### src/rtl/core/dnsrp_pkg.sv
`timescale 1ns / 1ps
// ----------------------------------------------------------------------------
// DNS response parser package
// Shared types, constants and helpers of the DNS response parser.
// ----------------------------------------------------------------------------
package dnsrp_pkg;

   localparam int QDepth = 4;
   localparam int QPtrW  = $clog2(QDepth);
   localparam int QCntW  = $clog2(QDepth + 1);

   localparam int ByteW  = 8;
   localparam int HalfW  = 16;
   localparam int WordW  = 32;

   localparam logic [ByteW-1:0] HeaderLastOffset = 8'd11;
   localparam logic [ByteW-1:0] QtcLastOffset    = 8'd3;
   localparam logic [ByteW-1:0] RecordLastOffset = 8'd11;
   localparam logic [ByteW-1:0] AddrLastOffset   = 8'd3;
   localparam logic [HalfW-1:0] TypeA            = 16'd1;
   localparam logic [HalfW-1:0] ClassIn          = 16'd1;
   localparam logic [HalfW-1:0] Ipv4RdLength     = 16'd4;

   typedef enum logic [1:0] {
      KIND_HEADER = 2'd0,
      KIND_IPV4   = 2'd1,
      KIND_END    = 2'd2
   } result_kind_type;

   typedef enum logic [7:0] {
      PH_IDLE   = 8'b0000_0001,
      PH_HEADER = 8'b0000_0010,
      PH_QNAME  = 8'b0000_0100,
      PH_QTC    = 8'b0000_1000,
      PH_RECORD = 8'b0001_0000,
      PH_ADDR   = 8'b0010_0000,
      PH_SKIP   = 8'b0100_0000,
      PH_DONE   = 8'b1000_0000
   } phase_type;

   typedef struct packed {
      result_kind_type  kind;
      logic [HalfW-1:0] query_class;
      logic [HalfW-1:0] query_type;
      logic [HalfW-1:0] additional_count;
      logic [HalfW-1:0] authority_count;
      logic [HalfW-1:0] answer_count;
      logic [HalfW-1:0] question_count;
      logic [HalfW-1:0] header_flags;
      logic [HalfW-1:0] message_id;
      logic [HalfW-1:0] record_number;
      logic [WordW-1:0] time_to_live;
      logic [WordW-1:0] ipv4_address;
   } rsp_item_type;

   typedef struct packed {
      logic         v0;
      logic         v1;
      rsp_item_type item0;
      rsp_item_type item1;
   } push_type;

   function automatic logic [HalfW-1:0] shift16(input logic [HalfW-1:0] r,
                                                input logic [ByteW-1:0] b);
      return {r[ByteW-1:0], b};
   endfunction

   function automatic rsp_item_type make_end(input logic [HalfW-1:0] found);
      rsp_item_type it;
      it               = '0;
      it.kind          = KIND_END;
      it.record_number = found;
      return it;
   endfunction

   function automatic rsp_item_type make_ipv4(input logic [WordW-1:0] addr,
                                              input logic [WordW-1:0] ttl,
                                              input logic [HalfW-1:0] num);
      rsp_item_type it;
      it               = '0;
      it.kind          = KIND_IPV4;
      it.ipv4_address  = addr;
      it.time_to_live  = ttl;
      it.record_number = num;
      return it;
   endfunction

endpackage

### src/rtl/core/dnsrp_parser.sv
`timescale 1ns / 1ps
// ----------------------------------------------------------------------------
// DNS response parser core
// Byte-wide parse state machine that turns each accepted request into zero,
// one or two result items.
// ----------------------------------------------------------------------------
module dnsrp_parser (
   input  logic                     clock,
   input  logic                     reset,
   input  logic                     accept,
   input  logic [7:0]               req_byte,
   input  logic                     req_start,
   input  logic                     csr_we,
   input  logic [7:0]               csr_wdata,
   output dnsrp_pkg::push_type      push
);
   import dnsrp_pkg::*;

   phase_type        phase_ff, phase_in, ph;
   logic [ByteW-1:0] off_ff, off_in, o, sub;
   logic [ByteW-1:0] qlen_ff, qlen_in;
   logic [HalfW-1:0] ans_ff, ans_in;
   logic [HalfW-1:0] found_ff, found_in;
   logic [HalfW-1:0] id_ff, id_in;
   logic [HalfW-1:0] flags_ff, flags_in;
   logic [HalfW-1:0] counts_ff [4];
   logic [HalfW-1:0] counts_in [4];
   logic [HalfW-1:0] qtc_ff [2];
   logic [HalfW-1:0] qtc_in [2];
   logic [HalfW-1:0] rtc_ff [2];
   logic [HalfW-1:0] rtc_in [2];
   logic [WordW-1:0] ttl_ff, ttl_in;
   logic [HalfW-1:0] rdlen_ff, rdlen_in;
   logic [WordW-1:0] addr_ff, addr_in;
   rsp_item_type     hdr_item;

   always_comb begin
      hdr_item                  = '0;
      hdr_item.kind             = KIND_HEADER;
      hdr_item.message_id       = id_ff;
      hdr_item.header_flags     = flags_ff;
      hdr_item.question_count   = counts_ff[0];
      hdr_item.answer_count     = counts_ff[1];
      hdr_item.authority_count  = counts_ff[2];
      hdr_item.additional_count = counts_ff[3];
   end

   always_comb begin
      phase_in  = phase_ff;
      off_in    = off_ff;
      ans_in    = ans_ff;
      found_in  = found_ff;
      id_in     = id_ff;
      flags_in  = flags_ff;
      counts_in = counts_ff;
      qtc_in    = qtc_ff;
      rtc_in    = rtc_ff;
      ttl_in    = ttl_ff;
      rdlen_in  = rdlen_ff;
      addr_in   = addr_ff;
      qlen_in   = csr_we ? csr_wdata : qlen_ff;
      ph        = phase_ff;
      o         = off_ff;
      sub       = off_ff - 8'd4;
      push      = '0;
      if (accept) begin
         ph       = req_start ? PH_HEADER : phase_ff;
         o        = req_start ? '0 : off_ff;
         found_in = req_start ? '0 : found_ff;
         sub      = o - 8'd4;
         phase_in = ph;
         off_in   = o;
         unique case (ph)
            PH_HEADER: begin
               if (o < 8'd2) begin
                  id_in = shift16(id_ff, req_byte);
               end else if (o < 8'd4) begin
                  flags_in = shift16(flags_ff, req_byte);
               end else begin
                  for (int i = 0; i < 4; i++) begin
                     if (sub[2:1] == 2'(i)) begin
                        counts_in[i] = shift16(counts_ff[i], req_byte);
                     end
                  end
               end
               if (o >= HeaderLastOffset) begin
                  if (qlen_ff != '0) begin
                     phase_in = PH_QNAME;
                     off_in   = qlen_ff;
                  end else begin
                     phase_in = PH_QTC;
                     off_in   = '0;
                  end
               end else begin
                  off_in = o + 8'd1;
               end
            end
            PH_QNAME: begin
               off_in = o - 8'd1;
               if (off_in == '0) begin
                  phase_in = PH_QTC;
               end
            end
            PH_QTC: begin
               if (o[1]) begin
                  qtc_in[1] = shift16(qtc_ff[1], req_byte);
               end else begin
                  qtc_in[0] = shift16(qtc_ff[0], req_byte);
               end
               if (o >= QtcLastOffset) begin
                  push.v0                = 1'b1;
                  push.item0             = hdr_item;
                  push.item0.query_type  = qtc_in[0];
                  push.item0.query_class = qtc_in[1];
                  off_in                 = '0;
                  if (flags_ff[3:0] != 4'd0 || counts_ff[1] == '0) begin
                     push.v1    = 1'b1;
                     push.item1 = make_end(found_in);
                     phase_in   = PH_DONE;
                  end else begin
                     ans_in   = counts_ff[1];
                     phase_in = PH_RECORD;
                  end
               end else begin
                  off_in = o + 8'd1;
               end
            end
            PH_RECORD: begin
               if (o >= 8'd2 && o < 8'd6) begin
                  if (o < 8'd4) begin
                     rtc_in[0] = shift16(rtc_ff[0], req_byte);
                  end else begin
                     rtc_in[1] = shift16(rtc_ff[1], req_byte);
                  end
               end else if (o >= 8'd6 && o < 8'd10) begin
                  ttl_in = {ttl_ff[WordW-ByteW-1:0], req_byte};
               end else if (o >= 8'd10) begin
                  rdlen_in = shift16(rdlen_ff, req_byte);
               end
               if (o >= RecordLastOffset) begin
                  off_in = '0;
                  if (rtc_in[0] == TypeA && rtc_in[1] == ClassIn
                      && rdlen_in == Ipv4RdLength) begin
                     phase_in = PH_ADDR;
                  end else if (rdlen_in == '0) begin
                     ans_in = ans_ff - 16'd1;
                     if (ans_in == '0) begin
                        push.v0    = 1'b1;
                        push.item0 = make_end(found_in);
                        phase_in   = PH_DONE;
                     end else begin
                        phase_in = PH_RECORD;
                     end
                  end else begin
                     phase_in = PH_SKIP;
                  end
               end else begin
                  off_in = o + 8'd1;
               end
            end
            PH_ADDR: begin
               addr_in = {addr_ff[WordW-ByteW-1:0], req_byte};
               if (o >= AddrLastOffset) begin
                  push.v0    = 1'b1;
                  push.item0 = make_ipv4(addr_in, ttl_ff, found_in);
                  found_in   = found_in + 16'd1;
                  ans_in     = ans_ff - 16'd1;
                  off_in     = '0;
                  if (ans_in == '0) begin
                     push.v1    = 1'b1;
                     push.item1 = make_end(found_in);
                     phase_in   = PH_DONE;
                  end else begin
                     phase_in = PH_RECORD;
                  end
               end else begin
                  off_in = o + 8'd1;
               end
            end
            PH_SKIP: begin
               rdlen_in = rdlen_ff - 16'd1;
               if (rdlen_in == '0) begin
                  ans_in = ans_ff - 16'd1;
                  off_in = '0;
                  if (ans_in == '0) begin
                     push.v0    = 1'b1;
                     push.item0 = make_end(found_in);
                     phase_in   = PH_DONE;
                  end else begin
                     phase_in = PH_RECORD;
                  end
               end
            end
            default: begin
               phase_in = ph;
            end
         endcase
      end
   end

   always_ff @(posedge clock) begin
      if (reset) begin
         phase_ff <= PH_IDLE;
         off_ff   <= '0;
         qlen_ff  <= '0;
         ans_ff   <= '0;
         found_ff <= '0;
      end else begin
         phase_ff <= phase_in;
         off_ff   <= off_in;
         qlen_ff  <= qlen_in;
         ans_ff   <= ans_in;
         found_ff <= found_in;
      end
   end

   always_ff @(posedge clock) begin
      id_ff     <= id_in;
      flags_ff  <= flags_in;
      counts_ff <= counts_in;
      qtc_ff    <= qtc_in;
      rtc_ff    <= rtc_in;
      ttl_ff    <= ttl_in;
      rdlen_ff  <= rdlen_in;
      addr_ff   <= addr_in;
   end

   a_second_needs_first: assert property (@(posedge clock) disable iff (reset)
      push.v1 |-> push.v0)
      else $error("second result pushed without a first");

   a_second_is_end: assert property (@(posedge clock) disable iff (reset)
      push.v1 |-> push.item1.kind == KIND_END)
      else $error("second result of a request is not an end result");

   a_quiet_when_done: assert property (@(posedge clock) disable iff (reset)
      (!req_start && (phase_ff == PH_DONE || phase_ff == PH_IDLE)) |-> !push.v0)
      else $error("result produced outside a message");

endmodule

### src/rtl/core/dnsrp_outq.sv
`timescale 1ns / 1ps
// ----------------------------------------------------------------------------
// DNS response parser result queue
// Small register queue that takes up to two results a cycle and hands one
// result per cycle to the result channel while rsp_ready is high.
// ----------------------------------------------------------------------------
module dnsrp_outq (
   input  logic                     clock,
   input  logic                     reset,
   input  dnsrp_pkg::push_type      push,
   output logic                     space_ok,
   output logic                     rsp_valid,
   input  logic                     rsp_ready,
   output dnsrp_pkg::rsp_item_type  rsp_item
);
   import dnsrp_pkg::*;

   rsp_item_type     mem_ff [QDepth];
   logic [QPtrW-1:0] wr_ptr_ff, wr_ptr_in;
   logic [QPtrW-1:0] rd_ptr_ff, rd_ptr_in;
   logic [QCntW-1:0] count_ff, count_in;
   logic [QPtrW-1:0] wr_next;
   logic             pop;

   assign pop       = rsp_valid && rsp_ready;
   assign rsp_valid = (count_ff != '0);
   assign rsp_item  = mem_ff[rd_ptr_ff];
   assign space_ok  = (count_ff <= QCntW'(QDepth - 2));
   assign wr_next   = wr_ptr_ff + QPtrW'(1);

   always_comb begin
      wr_ptr_in = wr_ptr_ff + QPtrW'(push.v0) + QPtrW'(push.v1);
      rd_ptr_in = rd_ptr_ff + QPtrW'(pop);
      count_in  = count_ff + QCntW'(push.v0) + QCntW'(push.v1) - QCntW'(pop);
   end

   always_ff @(posedge clock) begin
      if (reset) begin
         wr_ptr_ff <= '0;
         rd_ptr_ff <= '0;
         count_ff  <= '0;
      end else begin
         wr_ptr_ff <= wr_ptr_in;
         rd_ptr_ff <= rd_ptr_in;
         count_ff  <= count_in;
      end
   end

   always_ff @(posedge clock) begin
      if (push.v0) begin
         mem_ff[wr_ptr_ff] <= push.item0;
      end
      if (push.v1) begin
         mem_ff[wr_next] <= push.item1;
      end
   end

   a_count_bound: assert property (@(posedge clock) disable iff (reset)
      count_ff <= QCntW'(QDepth))
      else $error("result queue count beyond its depth");

   a_no_overflow: assert property (@(posedge clock) disable iff (reset)
      ({1'b0, count_ff} + (QCntW+1)'(push.v0) + (QCntW+1)'(push.v1))
         <= (QCntW+1)'(QDepth))
      else $error("result queue overflow");

   a_pop_drains: assert property (@(posedge clock) disable iff (reset)
      (pop && !push.v0) |=> count_ff == $past(count_ff) - QCntW'(1))
      else $error("result queue count wrong after a pop");

endmodule

### src/rtl/core/dns_response_parser_top.sv
`timescale 1ns / 1ps
// ----------------------------------------------------------------------------
// DNS response parser, top level
// Parses a DNS response byte stream and reports the header, every IPv4
// A record and an end summary.
//
//  Channel  Direction  Payload
//  req_     in         tdata: data_byte; tuser: message_start
//  rsp_     out        tdata: address, TTL, record number, header fields
//                      tuser: result_kind
//  csr_     in         question_name_length, write only
//
// One request is taken per cycle while req_tready is high; the parse state
// updates in that cycle. A request gives zero, one or two results, held in
// a four-entry queue. req_tready falls while fewer than two queue entries
// are free. Synchronous active-high reset returns the parser to idle and
// empties the queue.
// ----------------------------------------------------------------------------
module dns_response_parser_top (
   input  logic          clock,
   input  logic          reset,
   input  logic          req_tvalid,
   output logic          req_tready,
   input  logic [7:0]    req_tdata,   // [7:0] data_byte
   input  logic          req_tuser,   // [0] message_start
   output logic          rsp_tvalid,
   input  logic          rsp_tready,
   // [31:0] ipv4_address, [63:32] time_to_live, [79:64] record_number,
   // [95:80] message_id, [111:96] header_flags, [127:112] question_count,
   // [143:128] answer_count, [159:144] authority_count,
   // [175:160] additional_count, [191:176] query_type, [207:192] query_class
   output logic [207:0]  rsp_tdata,
   output logic [1:0]    rsp_tuser,   // [1:0] result_kind
   input  logic          csr_we,
   input  logic [7:0]    csr_wdata
);
   import dnsrp_pkg::*;

   push_type     push;
   rsp_item_type item;
   logic         space_ok;
   logic         accept;

   assign req_tready = space_ok;
   assign accept     = req_tvalid && req_tready;

   dnsrp_parser u_parser (
      .clock     (clock),
      .reset     (reset),
      .accept    (accept),
      .req_byte  (req_tdata),
      .req_start (req_tuser),
      .csr_we    (csr_we),
      .csr_wdata (csr_wdata),
      .push      (push)
   );

   dnsrp_outq u_outq (
      .clock     (clock),
      .reset     (reset),
      .push      (push),
      .space_ok  (space_ok),
      .rsp_valid (rsp_tvalid),
      .rsp_ready (rsp_tready),
      .rsp_item  (item)
   );

   assign rsp_tuser = item.kind;
   assign rsp_tdata = {item.query_class, item.query_type, item.additional_count,
                       item.authority_count, item.answer_count,
                       item.question_count, item.header_flags, item.message_id,
                       item.record_number, item.time_to_live, item.ipv4_address};

endmodule

### config.mk
export PLATFORM = sky130hd
export DESIGN_NAME = dns_response_parser_top
export DESIGN_NICKNAME = d
export VERILOG_FILES = /design/src/rtl/core/dnsrp_pkg.sv /design/src/rtl/core/dnsrp_parser.sv /design/src/rtl/core/dnsrp_outq.sv /design/src/rtl/core/dns_response_parser_top.sv
export SDC_FILE = /design/constraint.sdc
export NUM_CORES = 2
export LEC_CHECK = 0
export BUFFER_PORTS_ARGS = -buffer_cell sky130_fd_sc_hd__buf_2
export CORE_MARGIN = 4
export CORE_UTILIZATION = 55
export CTS_BUF_LIST = sky130_fd_sc_hd__clkbuf_8
export CTS_CLUSTER_SIZE = 10
export DETAILED_ROUTE_END_ITERATION = 16
export PLACE_DENSITY_LB_ADDON = 0.12
export SLEW_MARGIN = 0
export SYNTH_ARGS = -nofsm -noshare
export SYNTH_HDL_FRONTEND = slang
export SYNTH_SLANG_ARGS = --single-unit
### constraint.sdc
create_clock -name clock -period 20.9 [get_ports clock]
set_input_delay 4.18 -clock clock [delete_from_list [all_inputs] [get_ports clock]]
set_output_delay 4.18 -clock clock [all_outputs]
set_load 0.02 [all_outputs]
Yosys cells after proc, flatten, opt, wreduce, memory -nomap -nowiden --
Memories as Yosys holds them, arrays and structs flattened. A register that Yosys moved wholly into a read port is not among the register bits. Cells that the tools add are included.
Word-level totals: register bits 295, input port bits 22, word-level logic and storage cells 167, memory bits (writable) 840, memories 1
Memory list:
- u_outq.mem_ff | words 4, width 210, read ports 1, clocked after Yosys merged registers in 1, write ports 2, line dnsrp_outq.sv:18 | rsp_item_type mem_ff [QDepth];
Operators by class: $lt $le $gt $ge 10, equal/unequal tests 19, mux-type cells 69, add/subtract/negate cells 13, bitwise gates (word level) 3, reduce and logical (&&, ||, !) cells 31
Operator list (count):
- $mux 210 | 7
- $mux 422 | 3
- $pmux 210 s4 | 1
- $pmux 210 s2 | 1
- $mux 16 | 19
- $mux 8 | 17
- $mux 32 | 3
- $logic_not 16->1 | 4
- $pmux 16 s4 | 1
- $pmux 8 s6 | 1
- $pmux 8 s5 | 1
- $eq 16x1->1 const B | 2
- $pmux 16 s2 | 1
- $sub 16x1->16 const B | 2
- $reduce_and 5->1 | 4
- $add 16x1->16 const B | 1
- $eq 16x3->1 const B | 1
- $ge 8x2->1 const B | 2
- $ge 8x4->1 const B | 2
- $lt 8x3->1 const B | 2
- $mux 1 | 10
- $ne 2x1->1 const B | 5
- $reduce_and 9->1 | 1
- $add 8x1->8 const B | 1
- 36 further kinds | 53

Logic depth before layout (Yosys ltp) --
depth after elaboration 16, gate-level depth with buffers 19, gate-level depth less buffers 15

Modules after synthesis --
Synthesis repeated with hierarchy kept, for this count alone.
Second synthesis, totals: cell total of the unflattened synthesis 3695, area, all modules 56715.6 µm²
Modules (own cells, without submodules):
- dnsrp_outq | seq. area each 25364.3 µm², times used 1, cells each 2072, area each 40600.2 µm²
- dnsrp_parser | seq. area each 8087.8 µm², times used 1, cells each 1622, area each 16109.2 µm²
- dns_response_parser_top | seq. area each 0.0 µm², times used 1, cells each 1, area each 6.3 µm²

Worst setup path before layout --
OpenSTA, ideal clock, no wires.
path type input-to-reg, start point in req_tvalid, end point reg u_parser.ttl_ff[0] (enable), data required time 20.387 ns, setup time 0.513 ns, setup slack 10.856 ns, stages on the path 5, data arrival time 9.532 ns, path buffers 2, cells stage by stage o21ai_0 clkbuf_1 clkbuf_1 nor2_1 nor4b_1
On the way: cells in the longest elaborated chain, start to end 2
Ends and longest elaborated chain:
- start, declared | line dns_response_parser_top.sv:22 | input logic req_tvalid,
- $logic_and 1x1->1 | line dns_response_parser_top.sv:45 | assign accept = req_tvalid && req_tready;
- $reduce_and 4->1 (no source line)
- end signal, assigned | line dnsrp_parser.sv:223 | ttl_ff <= ttl_in;
- end, declared | line dnsrp_parser.sv:32 | logic [WordW-1:0] ttl_ff, ttl_in;
No other way between the ends. A chain may end at the register's enable or synchronous reset.

==> results.md <==
- CTS Buffer Depth: 3
- Critical Path End: u_outq.mem_ff[2][48]
- Final Skew: 0.0491 ns
- Nets: 4,575
- Post-CTS resize count: 0
- I/O Pins: between 200 and 250
- Number of synthesized flops with an enable pin: 300
- Core area: between 80,000 and 90,000 sq um
- Fin Setup TNS: 0 ns
- Worst r2r path cells: 12
- Commonest cells after routing, fill and taps aside: 833 x dfxtp_1, 504 x nor2_1, 415 x nand3_1, 402 x o21ai_0, 386 x a31o_2
- RSZ-0062 raised after global routing: no
- Tmin final: 8.94 ns
- R2r endpoint: u_outq.mem_ff[3][16]
- Post-Syn Area: 47,400 sq um
- Hold bufs inserted after CTS: 0
- Worst Setup SP: req_tuser
- Seq/Total Area, Yosys: 54.3%
- DRT iter0 DRCs: around 3.6k
- Global Route Usage Sum: approximately 29%
- Post-CTS Setup Bufs: 0
- Most frequent CP cell: buf_4
- First-pass GRT wire length: roughly 210,000 um
- Worst r2r src: u_parser.ans_ff[0]
- Crit. End Element: flop
- Die Wd: 301 um
- Syn avg cell area: 10.6 sq um
- Drt total wl: around 140,000 um
- Die ar.: just over 90,000 sq um
- Share of cells above drive strength 1: about a quarter
- FF-to-FF setup slack: around 15 ns
- Post-route ant nets: 0
- Worst slew margin: between 20% and 30%
- Synth Warn #: 0
- Status: completed
- Die height: about 300 um
- Register bit count reported by yosys: about 1.1k
- Worst setup path class: primary input to flop
- Critical Path Start Type: primary input
- Synthesis-to-finish area growth: 11.2%
- CTS H-tree depth: 4
- Number of remaining DRC errors: 0
- CTS tree: done
- Most common cell after layout, fill and taps aside: dfxtp_1
- Initial Utilization: a little under three fifths
- Clk Latency, worst-skew pair: about 0.84 ns
- Pint: around 3.4 mW
- Asr flop ratio synth: 0%
- Largest net degree at the start of global routing: 211
- Share of power burned in registers: between 50% and 60%
- GRT overflow: 0
- Worst path slowest cell: a31oi_4
- Syn nets: around 4.5k
- Cell variety after synth: between 70 and 80
- Vias in the first global route: 35.7k
- Vias per inst: ~6.3
- Avg WL per Cell: approximately 23 um
- CTS buffer count: roughly 180
- Num rows: 107
- Dpl ws: ~11 ns
- Worst slew pin tran: 1.19 ns
- Clock sinks: 1,135
- Fin. Hold Viols: 0
- Gpl congestion: ~0.88
- CTS root buf: clkbuf_8
- Max FO, Critical Path: 76
- Max Fclk: 112 MHz
- Setup WS post-layout: around 12 ns
- Vias post-DR: 36.7k
- CP peak stage delay: slightly above 0.9 ns
- Pwr/cell area: 87.4 nW/um^2
- Post-synth top flop: dfxtp_1
- Post-DP HPWL: 72,600 um
- Clock transition at path regs: ~0.06 ns
- Critical path required time: between 20 and 25 ns
- Fin crit share: 42.8%
- Max-Cap Viols: 0
- Pwr Total: 4.60 mW
- IO buf count: approximately 230
- Psw: 1.18 mW
- Comb pwr share: about a tenth
- Hold Crit Class: flop to flop
- Switching share of power: roughly a quarter
- Lkg Pwr: between 15 and 20 nW
- Final Setup Violations: 0
- Worst vdd ir: 0.000102 V
- Max Transition Viols Final: 0
- Cell Chain, Critical Path: buf_2 -> buf_4 -> nor2b_2 -> buf_4 -> ha_1 -> nor2_1 -> inv_1 -> nand3_1 -> nor2_1 -> a31oi_4 -> buf_4 -> buf_4 -> nor2_1 -> a31o_2
- Clk pwr share: 40.4%
- Critical Path AT: between 9 and 10 ns
- Initial antenna violation count: 8
- Drt pass-1 iters: 6
- Cells after Synth: 4,474
## worst min path at each step
stage                               startpoint                   end  slack (ns)  depth (start not counted)
after floorplan            u_parser.addr_ff[2]  u_parser.addr_ff[10]        0.43                          0
after CTS                 u_parser.addr_ff[15]  u_parser.addr_ff[23]        0.44                          0
after global placement      u_parser.ttl_ff[0]    u_parser.ttl_ff[8]        0.43                          0
after detailed placement     u_parser.id_ff[7]    u_parser.id_ff[15]        0.43                          0
after global routing      u_parser.addr_ff[15]  u_parser.addr_ff[23]        0.44                          0
final                      u_parser.ttl_ff[16]   u_parser.ttl_ff[24]        0.45                          0
## registers in the layout, summed over array words and instances (netlist names), 16 cells and up
signal              count
u_parser.addr_ff       24
u_parser.counts_ff     64
u_parser.rdlen_ff      16
u_parser.ttl_ff        32
u_outq.mem_ff         840
u_parser.found_ff      16
u_parser.flags_ff      16
u_parser.rtc_ff        32
u_parser.id_ff         16
u_parser.qtc_ff        32
u_parser.ans_ff        16
## kinds of logic (layout without fill, tap and decap cells)
group / after synthesis / in the layout / synth area share [%]
AOI/OAI and AO/OA: 1115 / 1115 / 16.1
xor gates and xnor gates: 26 / 26 / 0.481
DFF: 1135 / 1135 / 54.3
and+or+nand+nor: 1491 / 1491 / 14.0
buffers and inverters: 438 / 662 / 3.63
adders and majority gates: 16 / 16 / 0.470
other: 0 / 2 / 0
muxes: 253 / 253 / 11.0
## synth_stat cells, drive strengths merged, types with 15 or more instances
| library cell | instances | area [sq um] |
|---|---|---|
| edfxtp | 300 | 9010 |
| nand2b | 22 | 138 |
| o21ai | 483 | 2420 |
| nor2 | 507 | 1900 |
| nor4 | 27 | 175 |
| nor3 | 38 | 205 |
| a21oi | 88 | 440 |
| nand2 | 385 | 1450 |
| a31o | 386 | 3380 |
| nand3 | 415 | 2080 |
| inv | 24 | 90.1 |
| nand4 | 19 | 119 |
| dfxtp | 835 | 16700 |
| clkbuf | 315 | 1180 |
| o32ai | 55 | 572 |
| mux2 | 32 | 360 |
| buf | 98 | 442 |
| xnor2 | 15 | 131 |
| mux4 | 210 | 4730 |
| nor2b | 15 | 93.8 |
## power by group through the flow
| stage | logic, mW | clock network [mW] | registers, mW |
|---|---|---|---|
| 2_1_floorplan | 0.383 | 0 | 2.32 |
| 3_3_place_gp | 0.430 | 0 | 2.36 |
| 3_5_place_dp | 0.432 | 0 | 2.36 |
| 4_1_cts | 0.432 | 1.89 | 2.32 |
| 5_1_grt | 0.465 | 2.00 | 2.32 |
| 6_report | 0.427 | 1.86 | 2.32 |
## through the flow
stage	area, sq um	utilization, %	hold slack (ns)	cells
after detailed placement	49100	57.5	0.432	5496
after CTS	52700	61.8	0.440	5842
after global placement	49100	57.5	0.430	5496
final	52700	61.8	0.450	5844
after floorplan	47400	-	0.426	4474
after global routing	52700	61.8	0.440	5843
## routing by layer
layer  global-route usage, %  vias up  wire length [um]
met5                       0        -                 0
met4                    9.45        0              3350
met3                    5.24      228             10400
met2                    47.1     1477             63100
met1                    40.4    18300             58600
li1                        -    16700                 -
## area by class of cell
class	instances	area [sq um]
fillers	7118	32600
flip-flops and latches	1135	25700
multi-input cells	2901	20100
clock buffers	217	2990
repair buffers	291	1700
well taps	1144	1430
clock inverters	129	629
inverters	25	93.8
diodes	2	5.00
## worst max-delay path: cells and delay by family
kind,cells,cell delay (ns)
fa+ha+maj,1,0.29
buf+inv,6,2.71
simple gates,5,1.22
compound gates,2,1.14
(Power assumes the default switching activity.)
